--- config.mk ---
export PLATFORM = sky130hd
export DESIGN_NAME = mips1_instruction_decoder
export DESIGN_NICKNAME = d
export VERILOG_FILES = /design/src/design/mid_pkg.sv /design/src/design/mid_decode.sv /design/src/design/mips1_instruction_decoder.sv
export SDC_FILE = /design/constraint.sdc
export NUM_CORES = 1
export LEC_CHECK = 0
export ABC_CLOCK_PERIOD_IN_PS = 9100
export BUFFER_PORTS_ARGS = -buffer_cell sky130_fd_sc_hd__buf_4
export CORE_MARGIN = 2
export CORE_UTILIZATION = 25
export DETAILED_ROUTE_END_ITERATION = 16
export RECOVER_POWER = 25
export SYNTH_ARGS = -nofsm -noshare
export SYNTH_HDL_FRONTEND = slang
export SYNTH_HIERARCHICAL = 1
export SYNTH_SLANG_ARGS = --single-unit
--- constraint.sdc ---
create_clock -name clk -period 9.1 [get_ports clk]
set_clock_uncertainty 0.1 [all_clocks]
set_input_delay 0 -clock clk [delete_from_list [all_inputs] [get_ports clk]]
set_output_delay 0 -clock clk [all_outputs]
set_load 0.05 [all_outputs]
--- src/design/mid_pkg.sv ---
// Package for the MIPS-I instruction decoder: operation codes, the decoded
// result struct and the opcode/function lookup functions.
// No dependencies.
`default_nettype none
package mid_pkg;

  localparam int unsigned WORD_W = 32;
  localparam int unsigned OP_W   = 7;
  localparam int unsigned REG_W  = 5;
  localparam int unsigned IMM_W  = 16;
  localparam int unsigned TGT_W  = 26;
  // op, src, tgt, dst, sa, imm, target packed and padded to whole bytes
  localparam int unsigned OUT_DATA_W = 72;
  localparam int unsigned OUT_USED_W = OP_W + 4 * REG_W + IMM_W + TGT_W;

  // primary opcode classes that need a second-level decode
  localparam logic [5:0] OPC_SPECIAL = 6'h00;
  localparam logic [5:0] OPC_REGIMM  = 6'h01;
  localparam logic [5:0] OPC_COP0    = 6'h10;
  localparam logic [5:0] OPC_COP2    = 6'h12;

  localparam logic [4:0] RS_MF   = 5'd0;
  localparam logic [4:0] RS_CF   = 5'd2;
  localparam logic [4:0] RS_MT   = 5'd4;
  localparam logic [4:0] RS_CT   = 5'd6;
  localparam logic [4:0] RS_CO   = 5'd16;
  localparam logic [5:0] FN_RFE  = 6'h10;

  localparam logic [4:0] RT_BLTZ   = 5'h00;
  localparam logic [4:0] RT_BGEZ   = 5'h01;
  localparam logic [4:0] RT_BLTZAL = 5'h10;
  localparam logic [4:0] RT_BGEZAL = 5'h11;

  typedef enum logic [OP_W-1:0] {
    OP_RESERVED = 7'd0,
    OP_MFC0 = 7'd1, OP_MTC0, OP_RFE, OP_MFC2, OP_CFC2, OP_MTC2, OP_CTC2,
    OP_RTPS, OP_NCLIP, OP_DPCS, OP_INTPL, OP_MVMVA, OP_NCDS, OP_CDP, OP_NCDT,
    OP_NCCS, OP_CC, OP_NCS, OP_NCT, OP_DCPL, OP_DPCT, OP_AVSZ3, OP_AVSZ4,
    OP_RTPT, OP_NCCT,
    OP_J, OP_JAL, OP_BEQ, OP_BNE, OP_BLEZ, OP_BGTZ, OP_ADDI, OP_ADDIU,
    OP_SLTI, OP_SLTIU, OP_ANDI, OP_ORI, OP_XORI, OP_LUI, OP_LB, OP_LH,
    OP_LWL, OP_LW, OP_LBU, OP_LHU, OP_LWR, OP_LWU, OP_SB, OP_SH, OP_SWL,
    OP_SW, OP_SWR,
    OP_BLTZ, OP_BGEZ, OP_BLTZAL, OP_BGEZAL,
    OP_SLL, OP_SRL, OP_SRA, OP_SLLV, OP_SRLV, OP_SRAV, OP_JR, OP_JALR,
    OP_SYSCALL, OP_BREAK, OP_MFHI, OP_MTHI, OP_MFLO, OP_MTLO, OP_MULT,
    OP_MULTU, OP_DIV, OP_DIVU, OP_ADD, OP_ADDU, OP_SUB, OP_SUBU, OP_AND,
    OP_OR, OP_XOR, OP_NOR, OP_SLT, OP_SLTU,
    OP_NOP
  } op_t;

  typedef struct packed {
    op_t              op;
    logic             rsvd;
    logic [REG_W-1:0] src;
    logic [REG_W-1:0] tgt;
    logic [REG_W-1:0] dst;
    logic [REG_W-1:0] sa;
    logic [IMM_W-1:0] imm;
    logic [TGT_W-1:0] target;
  } decode_t;

  function automatic op_t primary_op(input logic [5:0] opc);
    op_t r;
    case (opc)
      6'h02: r = OP_J;     6'h03: r = OP_JAL;   6'h04: r = OP_BEQ;
      6'h05: r = OP_BNE;   6'h06: r = OP_BLEZ;  6'h07: r = OP_BGTZ;
      6'h08: r = OP_ADDI;  6'h09: r = OP_ADDIU; 6'h0A: r = OP_SLTI;
      6'h0B: r = OP_SLTIU; 6'h0C: r = OP_ANDI;  6'h0D: r = OP_ORI;
      6'h0E: r = OP_XORI;  6'h0F: r = OP_LUI;
      6'h20: r = OP_LB;    6'h21: r = OP_LH;    6'h22: r = OP_LWL;
      6'h23: r = OP_LW;    6'h24: r = OP_LBU;   6'h25: r = OP_LHU;
      6'h26: r = OP_LWR;   6'h27: r = OP_LWU;   6'h28: r = OP_SB;
      6'h29: r = OP_SH;    6'h2A: r = OP_SWL;   6'h2B: r = OP_SW;
      6'h2E: r = OP_SWR;
      default: r = OP_RESERVED;
    endcase
    return r;
  endfunction

  function automatic op_t special_op(input logic [5:0] fn);
    op_t r;
    case (fn)
      6'h00: r = OP_SLL;   6'h02: r = OP_SRL;   6'h03: r = OP_SRA;
      6'h04: r = OP_SLLV;  6'h06: r = OP_SRLV;  6'h07: r = OP_SRAV;
      6'h08: r = OP_JR;    6'h09: r = OP_JALR;  6'h0C: r = OP_SYSCALL;
      6'h0D: r = OP_BREAK; 6'h10: r = OP_MFHI;  6'h11: r = OP_MTHI;
      6'h12: r = OP_MFLO;  6'h13: r = OP_MTLO;  6'h18: r = OP_MULT;
      6'h19: r = OP_MULTU; 6'h1A: r = OP_DIV;   6'h1B: r = OP_DIVU;
      6'h20: r = OP_ADD;   6'h21: r = OP_ADDU;  6'h22: r = OP_SUB;
      6'h23: r = OP_SUBU;  6'h24: r = OP_AND;   6'h25: r = OP_OR;
      6'h26: r = OP_XOR;   6'h27: r = OP_NOR;   6'h2A: r = OP_SLT;
      6'h2B: r = OP_SLTU;
      default: r = OP_RESERVED;
    endcase
    return r;
  endfunction

  // geometry coprocessor commands; several aliases map onto rtps
  function automatic op_t gte_op(input logic [5:0] fn);
    op_t r;
    case (fn)
      6'h01, 6'h0C, 6'h28, 6'h3D, 6'h3E: r = OP_RTPS;
      6'h06: r = OP_NCLIP; 6'h10: r = OP_DPCS;  6'h11: r = OP_INTPL;
      6'h12: r = OP_MVMVA; 6'h13: r = OP_NCDS;  6'h14: r = OP_CDP;
      6'h16: r = OP_NCDT;  6'h1B: r = OP_NCCS;  6'h1C: r = OP_CC;
      6'h1E: r = OP_NCS;   6'h20: r = OP_NCT;   6'h29: r = OP_DCPL;
      6'h2A: r = OP_DPCT;  6'h2D: r = OP_AVSZ3; 6'h2E: r = OP_AVSZ4;
      6'h30: r = OP_RTPT;  6'h3F: r = OP_NCCT;
      default: r = OP_RESERVED;
    endcase
    return r;
  endfunction

endpackage
`default_nettype wire

--- src/design/mid_decode.sv ---
// Combinational decode of one instruction word into operation and fields.
// Depends on mid_pkg.
`default_nettype none
module mid_decode
  import mid_pkg::*;
(
  input  wire logic [WORD_W-1:0] word,
  output decode_t                dec
);

  logic [5:0] opc;
  logic [4:0] rs;
  logic [4:0] rt;
  logic [5:0] fn;
  op_t        op;

  assign opc = word[31:26];
  assign rs  = word[25:21];
  assign rt  = word[20:16];
  assign fn  = word[5:0];

  always_comb begin
    case (opc)
      OPC_SPECIAL: op = special_op(fn);
      OPC_REGIMM: begin
        case (rt)
          RT_BLTZ:   op = OP_BLTZ;
          RT_BGEZ:   op = OP_BGEZ;
          RT_BLTZAL: op = OP_BLTZAL;
          RT_BGEZAL: op = OP_BGEZAL;
          default:   op = OP_RESERVED;
        endcase
      end
      OPC_COP0: begin
        if (rs == RS_MF)                       op = OP_MFC0;
        else if (rs == RS_MT)                  op = OP_MTC0;
        else if (rs == RS_CO && fn == FN_RFE)  op = OP_RFE;
        else                                   op = OP_RESERVED;
      end
      OPC_COP2: begin
        case (rs)
          RS_MF: op = OP_MFC2;
          RS_CF: op = OP_CFC2;
          RS_MT: op = OP_MTC2;
          RS_CT: op = OP_CTC2;
          default: begin
            // command words need bit 25; others are a silent no-op
            if (!word[25]) op = OP_NOP;
            else           op = gte_op(fn);
          end
        endcase
      end
      default: op = primary_op(opc);
    endcase
  end

  always_comb begin
    dec.op     = op;
    dec.rsvd   = (op == OP_RESERVED);
    dec.src    = word[25:21];
    dec.tgt    = word[20:16];
    dec.dst    = word[15:11];
    dec.sa     = word[10:6];
    dec.imm    = word[15:0];
    dec.target = word[25:0];
  end

endmodule
`default_nettype wire

--- src/design/mips1_instruction_decoder.sv ---
// Top level of the MIPS-I instruction decoder: input register, decode logic
// and result register. Depends on mid_pkg and mid_decode.
//
// Usage:
//   Input channel in_*: one 32-bit instruction word per transfer on in_tdata.
//   Result channel out_*: the operation code and extracted fields on
//   out_tdata, the reserved-instruction flag on out_tuser.
//   On acceptance the word lands in the input register; the decode logic
//   then writes the result register once it is free, and out_tvalid rises.
//   Throughput is one word per cycle while out_tready stays high; a new
//   word is taken while an older one is still in flight.
//   When the receiver stalls (out_tready low with out_tvalid high) the result
//   register holds; the input register fills and then in_tready drops, so
//   no word is lost or repeated. in_tready follows out_tready through
//   the two stage valids combinationally.
//   Reset (rst_n low, synchronous) empties both stages; no word is pending
//   afterwards and the block needs no warm-up.
//   The block has no state between words: each result depends only on its
//   own instruction word.
`default_nettype none
module mips1_instruction_decoder
  import mid_pkg::*;
(
  input  wire logic                  clk,
  input  wire logic                  rst_n,
  input  wire logic                  in_tvalid,
  output logic                       in_tready,
  input  wire logic [WORD_W-1:0]     in_tdata,   // [31:0] instr_word
  output logic                       out_tvalid,
  input  wire logic                  out_tready,
  // [6:0] op_code, [11:7] src_reg, [16:12] tgt_reg, [21:17] dst_reg,
  // [26:22] shift_amount, [42:27] imm_half, [68:43] jump_target, rest zero
  output logic [OUT_DATA_W-1:0]      out_tdata,
  output logic                       out_tuser   // [0] reserved_flag
);

  logic              in_vld_r;
  logic [WORD_W-1:0] word_r;
  logic              out_vld_r;
  decode_t           res_r;
  decode_t           dec;
  logic              out_free;
  logic              in_free;

  assign out_free  = !out_vld_r || out_tready;
  assign in_free   = !in_vld_r || out_free;
  assign in_tready = in_free;

  always_ff @(posedge clk) begin
    if (!rst_n) begin
      in_vld_r <= 1'b0;
    end else if (in_free) begin
      in_vld_r <= in_tvalid;
    end
  end

  always_ff @(posedge clk) begin
    if (in_free && in_tvalid) begin
      word_r <= in_tdata;
    end
  end

  mid_decode u_decode (
    .word (word_r),
    .dec  (dec)
  );

  // advance the result register whenever it is empty or being drained
  always_ff @(posedge clk) begin
    if (!rst_n) begin
      out_vld_r <= 1'b0;
    end else if (out_free) begin
      out_vld_r <= in_vld_r;
    end
  end

  always_ff @(posedge clk) begin
    if (out_free && in_vld_r) begin
      res_r <= dec;
    end
  end

  assign out_tvalid = out_vld_r;
  assign out_tuser  = res_r.rsvd;
  assign out_tdata  = {{(OUT_DATA_W - OUT_USED_W){1'b0}},
                       res_r.target, res_r.imm, res_r.sa, res_r.dst,
                       res_r.tgt, res_r.src, res_r.op};

endmodule
`default_nettype wire
==> results of run 1 <==
-- registers in the layout (all words and copies together) (netlist names) --
signal and cells:
out_tuser 1, word_r 32, out_tdata 69, in_vld_r 1, out_tvalid 1
-- where the power goes --
part	internal (mW)	total (mW)	leakage (nW)	switching (mW)
clock	0.269	0.437	0.164	0.168
sequential	0.555	0.579	0.985	0.0232
combinational	0.0524	0.144	1.10	0.0915
-- worst paths after layout --
kind / startpoint / endpoint / cells past startpoint
worst min register to register: word_r[17] / out_tdata[13] / 0
worst max-delay path: word_r[1] / out_tuser / 8
worst min-delay path: in_tdata[17] / word_r[17] / 2
worst max register to register: word_r[1] / out_tuser / 8
-- layout make-up --
cell class	instances	area share [%]
clock buffer	9	3.69
clock inverter	7	1.95
inverter	8	0.491
multi-input combinational	166	18.6
sequential	104	50.8
tap	260	5.32
timing repair buffer	145	19.2
-- timing repair --
item                      CTS  global route
setup buffers               0             0
hold endpoints to repair   34             0
hold buffers               36             0
-- metal layers --
metal / global-route usage, % / part of all wire, % / up-vias / routed length [um]
met5: 0 / 0 / - / 0
met4: 3.80 / 1.3 / 0 / 133
met3: 2.62 / 4.9 / 8 / 493
met2: 16.4 / 49 / 101 / 4900
met1: 12.6 / 45 / 1418 / 4570
li1: - / - / 1423 / -
-- placed cells by master (no fill, tap or decap), types with 4 or more instances in the layout --
cell type,count
sky130_fd_sc_hd__clkbuf_4,31
sky130_fd_sc_hd__clkbuf_16,9
sky130_fd_sc_hd__a211oi_1,4
sky130_fd_sc_hd__nand3_1,5
sky130_fd_sc_hd__o21ai_0,12
sky130_fd_sc_hd__o21a_1,4
sky130_fd_sc_hd__ha_1,7
sky130_fd_sc_hd__nand2_1,11
sky130_fd_sc_hd__a31oi_1,6
sky130_fd_sc_hd__buf_4,77
sky130_fd_sc_hd__nor2b_1,7
sky130_fd_sc_hd__dlygate4sd3_1,36
sky130_fd_sc_hd__mux2i_1,5
sky130_fd_sc_hd__nand2b_1,7
sky130_fd_sc_hd__nor3_1,12
sky130_fd_sc_hd__inv_1,7
sky130_fd_sc_hd__edfxtp_1,102
sky130_fd_sc_hd__nor2_1,10
sky130_fd_sc_hd__a21oi_1,14
sky130_fd_sc_hd__o211ai_1,4
-- cells by family (layout without fill, tap and decap cells) --
family,Yosys count,count (layout),synth area share [%]
muxes,5,5,1.04
and+or+nand+nor,83,83,10.5
AOI/OAI and AO/OA,67,67,9.38
other,1,3,0.0779
adders and majority gates,7,7,1.82
DFF,104,104,64.4
buffers and inverters,90,169,12.6
xor gates and xnor gates,1,1,0.182
-- metrics by stage --
step / cells / instance area [um^2] / hold WS [ns] / total power [mW] / setup WS, ns
6_report: 699 / 6110 / 0.294 / 1.16 / 6.23
5_1_grt: 699 / 6110 / 0.286 / 1.20 / 5.89
4_1_cts: 699 / 6110 / 0.252 / 1.18 / 6.24
3_5_place_dp: 647 / 5410 / 0.0792 / 0.723 / 6.26
3_3_place_gp: 647 / 5410 / 0.0790 / 0.721 / 6.34
2_1_floorplan: 360 / 4820 / -0.00113 / 0.694 / 4.68
-- critical path: stages, from the launching register on --
cell,delay (ns)
sky130_fd_sc_hd__edfxtp_1,0.60
sky130_fd_sc_hd__inv_1,0.17
sky130_fd_sc_hd__ha_1,0.32
sky130_fd_sc_hd__nor3b_1,0.20
sky130_fd_sc_hd__o21ai_0,0.21
sky130_fd_sc_hd__a221oi_1,0.11
sky130_fd_sc_hd__or4_1,0.54
sky130_fd_sc_hd__nand4b_1,0.19
sky130_fd_sc_hd__nor4_1,0.22
==> out/results.md, run 1 <==
• wire length of the first global-routing pass: 15.7 mm
• count of buffers from port buffering: 107
• number of unique standard cell types used by synthesis: 59
• Die ar.: 0.0204 mm^2
• summed instance area of the synthesized netlist: 0.00482 mm^2
• top fanout value on the critical path: 12
• gr usage total: 9.97%
• final core utilization: 32.5%
• worst-margin pin slew: 0.953 ns
• initial cell density of the core: 25.6%
• row cnt: 50
• capturing element type of the critical path: flop
• count of instances resized after the clock tree is built: 0
• DRC viols: 0
• dominant cells by area after synthesis: sky130_fd_sc_hd__edfxtp_1 (64%), sky130_fd_sc_hd__buf_4 (10%), sky130_fd_sc_hd__ha_1 (1.8%)
• Finish-stage setup viols: 0
• commonest cells in the synthesized netlist: sky130_fd_sc_hd__edfxtp_1 (102), sky130_fd_sc_hd__buf_4 (66), sky130_fd_sc_hd__a21oi_1 (15)
• number of clock sinks: 104
• number of antenna violations at the first check in global routing: 0
• setup TNS after final layout: 0 ns
• detailed-router iteration count before antenna repair: 4
• via count of the first global-routing pass: 2,927
• Avg Vias per Cell: 4.22
• power per standard cell area: 190 mW/mm^2
• number of synthesized register bits: 104
• initial DRC count: 114
• max_cap viols: 0
• clock slew seen by the registers of the worst setup and hold paths: 0.07 ns
• worst setup slack for register-to-register paths: 6.23 ns
• Filler cells: 1,841
• data required time at the worst endpoint: 9.14 ns
• Tcrit/Tclk final: 31.5%
• Reg area: 0.00310 mm^2
• cell with the most instances after synthesis: sky130_fd_sc_hd__edfxtp_1
• Routed Wire Length: 10.1 mm
• final-report max-slew violation count: 0
• nets@finish: 477
• run status: finished, final reports clean
• Horiz. Die Dim: 143 um
• number of antenna-violating nets in the routed design: 0
• clock buffer count from CTS: 9
• IO Count: 111
• via total after detailed routing: 2,950
• CP Class: flop to flop
• clock latency on the worst-skew pair: 0.34 ns
• average wire per cell in the routed design: 14.4 um
• Post-synth EDFFs: 102
• minimum period implied by the final worst setup slack: 2.87 ns
• Diodes inserted: 0
• min-delay worst type: input pin to flop
• root buffer cell: sky130_fd_sc_hd__clkbuf_16
• maximum achievable frequency: 349 MHz
• dominant cell type by area after synthesis: sky130_fd_sc_hd__edfxtp_1
• setup repair after global routing missed its margin: false
• Worst Path Arrival: 2.91 ns
• area used by multi-input combinational logic: 0.00113 mm^2
• number of warnings reported in the yosys synthesis log: 6
• peak ir drop on the vdd network: 0.0923 mV
• placed wire-length estimate after detailed placement: 7.09 mm
• H-tree levels: 3
• Die Span Y: 143 um
• async set or reset register ratio after synthesis: 0%
• Slew headroom: 36.5%
• synthesized instance count: 358
• routability congestion estimate from global placement: 0.843
• residual overflow from global routing: 0
• TritonCTS clock tree: yes
• Static Leakage: 2.25 nW
• buffer levels on the longest clock path: 2
• proportion of layout cells with a drive suffix above 1: 30.3%
• sequential area share after synthesis: 64.4%
• most frequently used flop master after synthesis: sky130_fd_sc_hd__edfxtp_1
• category of the worst setup path launch point: flop
• Area Overhead vs Synth: 26.9%
• Final Hold Violating Endpoints: 0
• Yosys top cell area share: 63.6%
• mean cell area of the mapped netlist: 13.5 um^2
• maximum number of pins on one net before global-route repair: 71
• Std-Cell Core Area: 0.0188 mm^2
No activity file was read; power rests on OpenSTA's default activity.
==> run 2: changes to the inputs <==
--- a/config.mk
+++ b/config.mk
@@ -5,7 +5,8 @@
 export SDC_FILE = /design/constraint.sdc
 export NUM_CORES = 1
 export LEC_CHECK = 0
-export ABC_CLOCK_PERIOD_IN_PS = 9100
+export ABC_AREA = 1
+export ABC_CLOCK_PERIOD_IN_PS = 2800
 export BUFFER_PORTS_ARGS = -buffer_cell sky130_fd_sc_hd__buf_4
 export CORE_MARGIN = 2
 export CORE_UTILIZATION = 25
==> constraint.sdc (replaced) <==
create_clock -name clk -period 2.8 [get_ports clk]
set_clock_uncertainty 0.1 [all_clocks]
set_input_delay 0 -clock clk [delete_from_list [all_inputs] [get_ports clk]]
set_output_delay 0 -clock clk [all_outputs]
set_load 0.05 [all_outputs]
==> run 2 against run 1 <==
Compared with the run above: core utilization is 0.53 points lower; critical endpoint unchanged; cell area rose by 1.7%; critical path type unchanged; synthesized area rose by 3.1%; largest power group unchanged.
==> out/results.md, run 2 <==
• post-synthesis adder-cell area fraction: 1.76%
• max_cap viols: 0
• cell with the most instances after synthesis: sky130_fd_sc_hd__edfxtp_1
• Post-synth EDFFs: 102
• Slew headroom: 49.0%
• Worst Path Arrival: 2.25 ns
• dpl ws: 0.558 ns
• buffer levels on the longest clock path: 2
• initial cell density of the core: 25.5%
• minimum period implied by the final worst setup slack: 2.25 ns
• dominant cells by area after synthesis: sky130_fd_sc_hd__edfxtp_1 (62%), sky130_fd_sc_hd__buf_4 (9.8%), sky130_fd_sc_hd__nand2_1 (6.2%)
• IO Count: 111
• reg-to-reg critical path startpoint: word_r[0]
• min-delay worst type: input pin to flop
• number of synthesized register bits: 104
• placed wire-length estimate after detailed placement: 7.01 mm
• Area Overhead vs Synth: 25.1%
• worst-margin pin slew: 0.765 ns
• tightest hold margin: 0.278 ns
• nets@finish: 571
• Diodes inserted: 0
• top fanout value on the critical path: 7
• average wire per cell in the routed design: 12.2 um
• Finish-stage setup viols: 0
• gr usage total: 9.68%
• CP Class: flop to flop
• wire length of the first global-routing pass: 15.8 mm
• power per standard cell area: 567 mW/mm^2
• routability congestion estimate from global placement: 0.890
• post-place instance area: 0.00559 mm^2
• Die Span Y: 145 um
• flip-flop count of the largest register, all copies and words added: 69
• Horiz. Die Dim: 145 um
• Static Leakage: 2.54 nW
• commonest cells after routing, fill and taps aside: sky130_fd_sc_hd__edfxtp_1 (102), sky130_fd_sc_hd__nand2_1 (82), sky130_fd_sc_hd__buf_4 (80)
• row cnt: 51
• peak ir drop on the vdd network: 0.251 mV
• post-synthesis mux area share: 0%
• leading cell type in the layout, fill and taps excluded: sky130_fd_sc_hd__edfxtp_1
• final setup margin: 0.553 ns
• via count of the first global-routing pass: 3,049
• clock buffer count from CTS: 9
• Post-Synth Simple-Gate Area: 17.3%
• H-tree levels: 3
• Yosys top cell area share: 61.7%
• capturing element type of the critical path: flop
• Avg Vias per Cell: 3.93
• maximum number of pins on one net before global-route repair: 47
• clock slew seen by the registers of the worst setup and hold paths: 0.07 ns
• summed instance area of the synthesized netlist: 0.00497 mm^2
• root buffer cell: sky130_fd_sc_hd__clkbuf_16
• setup TNS after final layout: 0 ns
• share of the synthesized netlist area taken by xor and xnor gates: 0%
• Die ar.: 0.0210 mm^2
• TritonCTS clock tree: yes
• maximum achievable frequency: 445 MHz
• detailed-router iteration count before antenna repair: 4
• residual overflow from global routing: 0
• mean cell area of the mapped netlist: 11.3 um^2
• Routed Wire Length: 9.74 mm
• Hold Startpoint: in_tvalid
• Final Hold Violating Endpoints: 0
• count of buffers from port buffering: 107
• final-report max-slew violation count: 0
• run status: finished, final reports clean
• count of instances resized after the clock tree is built: 0
• post-layout instance area: 0.00621 mm^2
• most frequently used flop master after synthesis: sky130_fd_sc_hd__edfxtp_1
• combinational family with the most area after synthesis: simple AND/OR/NAND/NOR gates
• number of antenna violations at the first check in global routing: 0
• number of antenna-violating nets in the routed design: 0
• data required time at the worst endpoint: 2.81 ns
• commonest cells in the synthesized netlist: sky130_fd_sc_hd__edfxtp_1 (102), sky130_fd_sc_hd__nand2_1 (82), sky130_fd_sc_hd__buf_4 (65)
• sequential area share after synthesis: 62.5%
• number of clock sinks: 104
• compound-cell area share of the yosys netlist: 3.35%
• DRC viols: 0
• number of warnings reported in the yosys synthesis log: 6
• number of unique standard cell types used by synthesis: 35
• setup repair after global routing missed its margin: false
• clock latency on the worst-skew pair: 0.35 ns
• Std-Cell Core Area: 0.0195 mm^2
• origin of the worst setup path: word_r[0]
• proportion of layout cells with a drive suffix above 1: 32.5%
• dominant cell type by area after synthesis: sky130_fd_sc_hd__edfxtp_1
• Tcrit/Tclk final: 80.2%
• async set or reset register ratio after synthesis: 0%
• via total after detailed routing: 3,137
• category of the worst setup path launch point: flop
• synthesized instance count: 439
• Post CTS Setup Buffer Count: 0
• initial DRC count: 223
-- run 2: kinds of logic (layout without fill, tap and decap cells) --
logic type / Yosys count / after routing
other cells: 1 / 3
flops: 104 / 104
fa+ha+maj: 7 / 7
simple gates: 181 / 181
buf+inv: 117 / 209
compound gates: 29 / 29
-- run 2: worst paths after layout --
path | end | slack, ns | depth (start not counted)
worst max-delay path | out_tuser | 0.55 | 13
worst min-delay path | word_r[22] | 0.28 | 4
worst max register to register | out_tuser | 0.55 | 13
worst min register to register | out_tdata[39] | 0.36 | 0
-- run 2: worst max-delay path, stage by stage, from the launching register on --
cell and delay, ns:
sky130_fd_sc_hd__edfxtp_1 0.52, sky130_fd_sc_hd__inv_1 0.22, sky130_fd_sc_hd__ha_1 0.35, sky130_fd_sc_hd__nand2_2 0.13
sky130_fd_sc_hd__nand2_1 0.09, sky130_fd_sc_hd__inv_1 0.05, sky130_fd_sc_hd__nor2_1 0.10, sky130_fd_sc_hd__nand2_1 0.07
sky130_fd_sc_hd__nand2_1 0.08, sky130_fd_sc_hd__inv_1 0.04, sky130_fd_sc_hd__nand3_1 0.09, sky130_fd_sc_hd__nor2_1 0.06
sky130_fd_sc_hd__nand3_1 0.07, sky130_fd_sc_hd__nor2_1 0.04
-- run 2: power breakdown --
part           switching [mW]  internal [mW]
Combinational           0.339          0.173
Clock                   0.547          0.606
Sequential             0.0533           1.80
Total                   0.940           2.58
-- run 2: metal layers --
| layer | track usage, % | routed length (um) | vias up |
|---|---|---|---|
| li1 | - | - | 1573 |
| met1 | 11.5 | 4070 | 1437 |
| met2 | 16.3 | 4860 | 111 |
| met3 | 2.64 | 582 | 16 |
| met4 | 4.41 | 231 | 0 |
| met5 | 0 | 0 | - |
-- run 2: area by class of cell --
class	instances	area, um^2
Tap cell	265	332
Timing Repair Buffer	147	1190
Inverter	46	179
Sequential cell	104	3100
Fill cell	1948	13200
Multi-Input combinational cell	220	1140
Clock buffer	10	229
Clock inverter	6	43.8
-- run 2: repair_timing --
| action | CTS | global route |
|---|---|---|
| setup endpoints to repair | 0 | 0 |
| hold buffers | 35 | 0 |
| hold endpoints to repair | 34 | 0 |
-- run 2: per-stage QoR --
step / cells / total power [mW] / utilization (%)
after floorplan: 441 / 2.28 / -
final: 798 / 3.52 / 31.9
after global placement: 747 / 2.37 / 28.7
after CTS: 798 / 3.58 / 31.9
after global routing: 798 / 3.68 / 31.9
after detailed placement: 747 / 2.37 / 28.7
==> run 3: changes to the inputs <==
--- a/config.mk
+++ b/config.mk
@@ -6,7 +6,7 @@
 export NUM_CORES = 1
 export LEC_CHECK = 0
 export ABC_AREA = 1
-export ABC_CLOCK_PERIOD_IN_PS = 2800
+export ABC_CLOCK_PERIOD_IN_PS = 2060
 export BUFFER_PORTS_ARGS = -buffer_cell sky130_fd_sc_hd__buf_4
 export CORE_MARGIN = 2
 export CORE_UTILIZATION = 25
==> constraint.sdc (replaced) <==
create_clock -name clk -period 2.06 [get_ports clk]
set_clock_uncertainty 0.1 [all_clocks]
set_input_delay 0 -clock clk [delete_from_list [all_inputs] [get_ports clk]]
set_output_delay 0 -clock clk [all_outputs]
set_load 0.05 [all_outputs]
==> run 3 against run 2 <==
Compared with the run above: count of clock-buffer cells in the layout unchanged; final cell count increased by 3.4%; combinational power increased by 52%; critical endpoint unchanged; largest power group unchanged.
==> out/results.md, run 3 (same netlist as run 2, synthesis figures left out) <==
• Routed Wire Length: 10.1 mm
• Filler cells: 1,958
• Slew headroom: 65.2%
• proportion of layout cells with a drive suffix above 1: 37.7%
• Tcrit/Tclk final: 94.8%
• root buffer cell: sky130_fd_sc_hd__clkbuf_16
• residual overflow from global routing: 0
• CP Class: flop to flop
• final-report max-slew violation count: 0
• max_cap viols: 0
• data required time at the worst endpoint: 2.07 ns
• routability congestion estimate from global placement: 0.896
• initial cell density of the core: 25.5%
• H-tree levels: 3
• CP delay by family, top: simple AND/OR/NAND/NOR gates
• Finish-stage setup viols: 0
• number of clock sinks: 104
• top fanout value on the critical path: 6
• min-delay worst type: input pin to flop
• minimum period implied by the final worst setup slack: 1.95 ns
• Diodes inserted: 0
• gr usage total: 9.67%
• dpl ws: 0.0786 ns
• capturing element type of the critical path: flop
• worst-margin pin slew: 0.522 ns
• number of antenna violations at the first check in global routing: 0
• IO Count: 111
• Die Span Y: 145 um
• Horiz. Die Dim: 145 um
• flip-flop count of the largest register, all copies and words added: 69
• buffer levels on the longest clock path: 2
• clock buffer count from CTS: 9
• Avg Vias per Cell: 3.96
• power per standard cell area: 764 mW/mm^2
• TritonCTS clock tree: yes
• Area Overhead vs Synth: 31.1%
• via total after detailed routing: 3,270
• average wire per cell in the routed design: 12.3 um
• DRC viols: 0
• peak ir drop on the vdd network: 0.368 mV
• final setup margin: 0.107 ns
• commonest cells after routing, fill and taps aside: sky130_fd_sc_hd__edfxtp_1 (102), sky130_fd_sc_hd__buf_4 (100), sky130_fd_sc_hd__nand2_1 (80)
• count of buffers from port buffering: 107
• wire length of the first global-routing pass: 15.7 mm
• Std-Cell Core Area: 0.0195 mm^2
• row cnt: 51
• Reg area: 0.00311 mm^2
• clock latency on the worst-skew pair: 0.35 ns
• number of antenna-violating nets in the routed design: 0
• clock slew seen by the registers of the worst setup and hold paths: 0.07 ns
• buffers plus inverters on the worst setup path: 1
• cells along the critical path: clkbuf_2, nor2_1, nand2_1, nor2_1, nand2_1, a21oi_1, nor2_1, nand3_1, nand2_1, nand3_1, nor2_1
• via count of the first global-routing pass: 3,069
• maximum achievable frequency: 512 MHz
• leading cell type in the layout, fill and taps excluded: sky130_fd_sc_hd__edfxtp_1
• maximum number of pins on one net before global-route repair: 71
• Worst Path Arrival: 1.96 ns
• Static Leakage: 2.69 nW
• biggest cell delay along the critical path: 0.54 ns
• placed wire-length estimate after detailed placement: 7.21 mm
• initial DRC count: 155
• area used by multi-input combinational logic: 0.00117 mm^2
• run status: finished, final reports clean
• nets@finish: 598
• setup TNS after final layout: 0 ns
• Final Hold Violating Endpoints: 0
• slowest cell on the critical path: sky130_fd_sc_hd__edfxtp_1
• category of the worst setup path launch point: flop
• detailed-router iteration count before antenna repair: 4
• Die ar.: 0.0210 mm^2
• most used cell, CP: sky130_fd_sc_hd__nor2_1
run 3: tightest hold or removal path, cell delays in order:
cell and delay [ns]:
sky130_fd_sc_hd__buf_4 0.11, sky130_fd_sc_hd__nand2_1 0.06, sky130_fd_sc_hd__inv_1 0.06, sky130_fd_sc_hd__buf_12 0.18
run 3: layer usage:
metal / GRT usage (%) / vias to the layer above / wire, um
li1: - / 1633 / -
met3: 2.55 / 15 / 612
met4: 4.50 / 0 / 225
met2: 16.3 / 109 / 5030
met1: 11.5 / 1513 / 4250
met5: 0 / - / 0
run 3: repair_timing:
action	4_1_cts	5_1_grt
buffers inserted	0	12
endpoints found under the setup margin	0	1
endpoints found under the hold margin	34	0
resized for setup	0	14
hold buffers	35	0
run 3: metrics by stage:
| step | total power, mW | instances | util (%) | hold slack (ns) | cell area, um^2 |
|---|---|---|---|---|---|
| finish | 4.98 | 825 | 33.5 | 0.148 | 6510 |
| global route | 5.20 | 825 | 33.5 | 0.161 | 6510 |
| CTS | 5.02 | 812 | 32.7 | 0.152 | 6370 |
| detailed placement | 3.26 | 761 | 29.4 | 0.0794 | 5720 |
| global placement | 3.25 | 761 | 29.4 | 0.0791 | 5720 |
| floorplan | 3.10 | 441 | - | -0.00113 | 4990 |
run 3: report_power, final:
group	total (mW)	switching, mW	internal [mW]
combinational	0.779	0.496	0.283
clock	1.69	0.741	0.948
sequential	2.51	0.0570	2.45
total	4.98	1.29	3.68
run 3: path summary, 6_finish.rpt:
kind / start / end / slack, ns / depth (start not counted)
hold / removal: in_tvalid / word_r[19] / 0.15 / 4
setup / recovery: word_r[3] / out_tuser / 0.11 / 11
setup reg to reg: word_r[3] / out_tuser / 0.11 / 11
hold reg to reg: word_r[13] / out_tdata[56] / 0.37 / 0
run 3: cell type report:
| type | instances | area share, % |
|---|---|---|
| well taps | 265 | 5.09 |
| clock inverters | 6 | 1.06 |
| multi-input cells | 220 | 17.9 |
| repair buffers | 173 | 21.8 |
| inverters | 46 | 2.79 |
| clock buffers | 10 | 3.52 |
| flip-flops and latches | 104 | 47.7 |
| repair inverters | 1 | 0.115 |
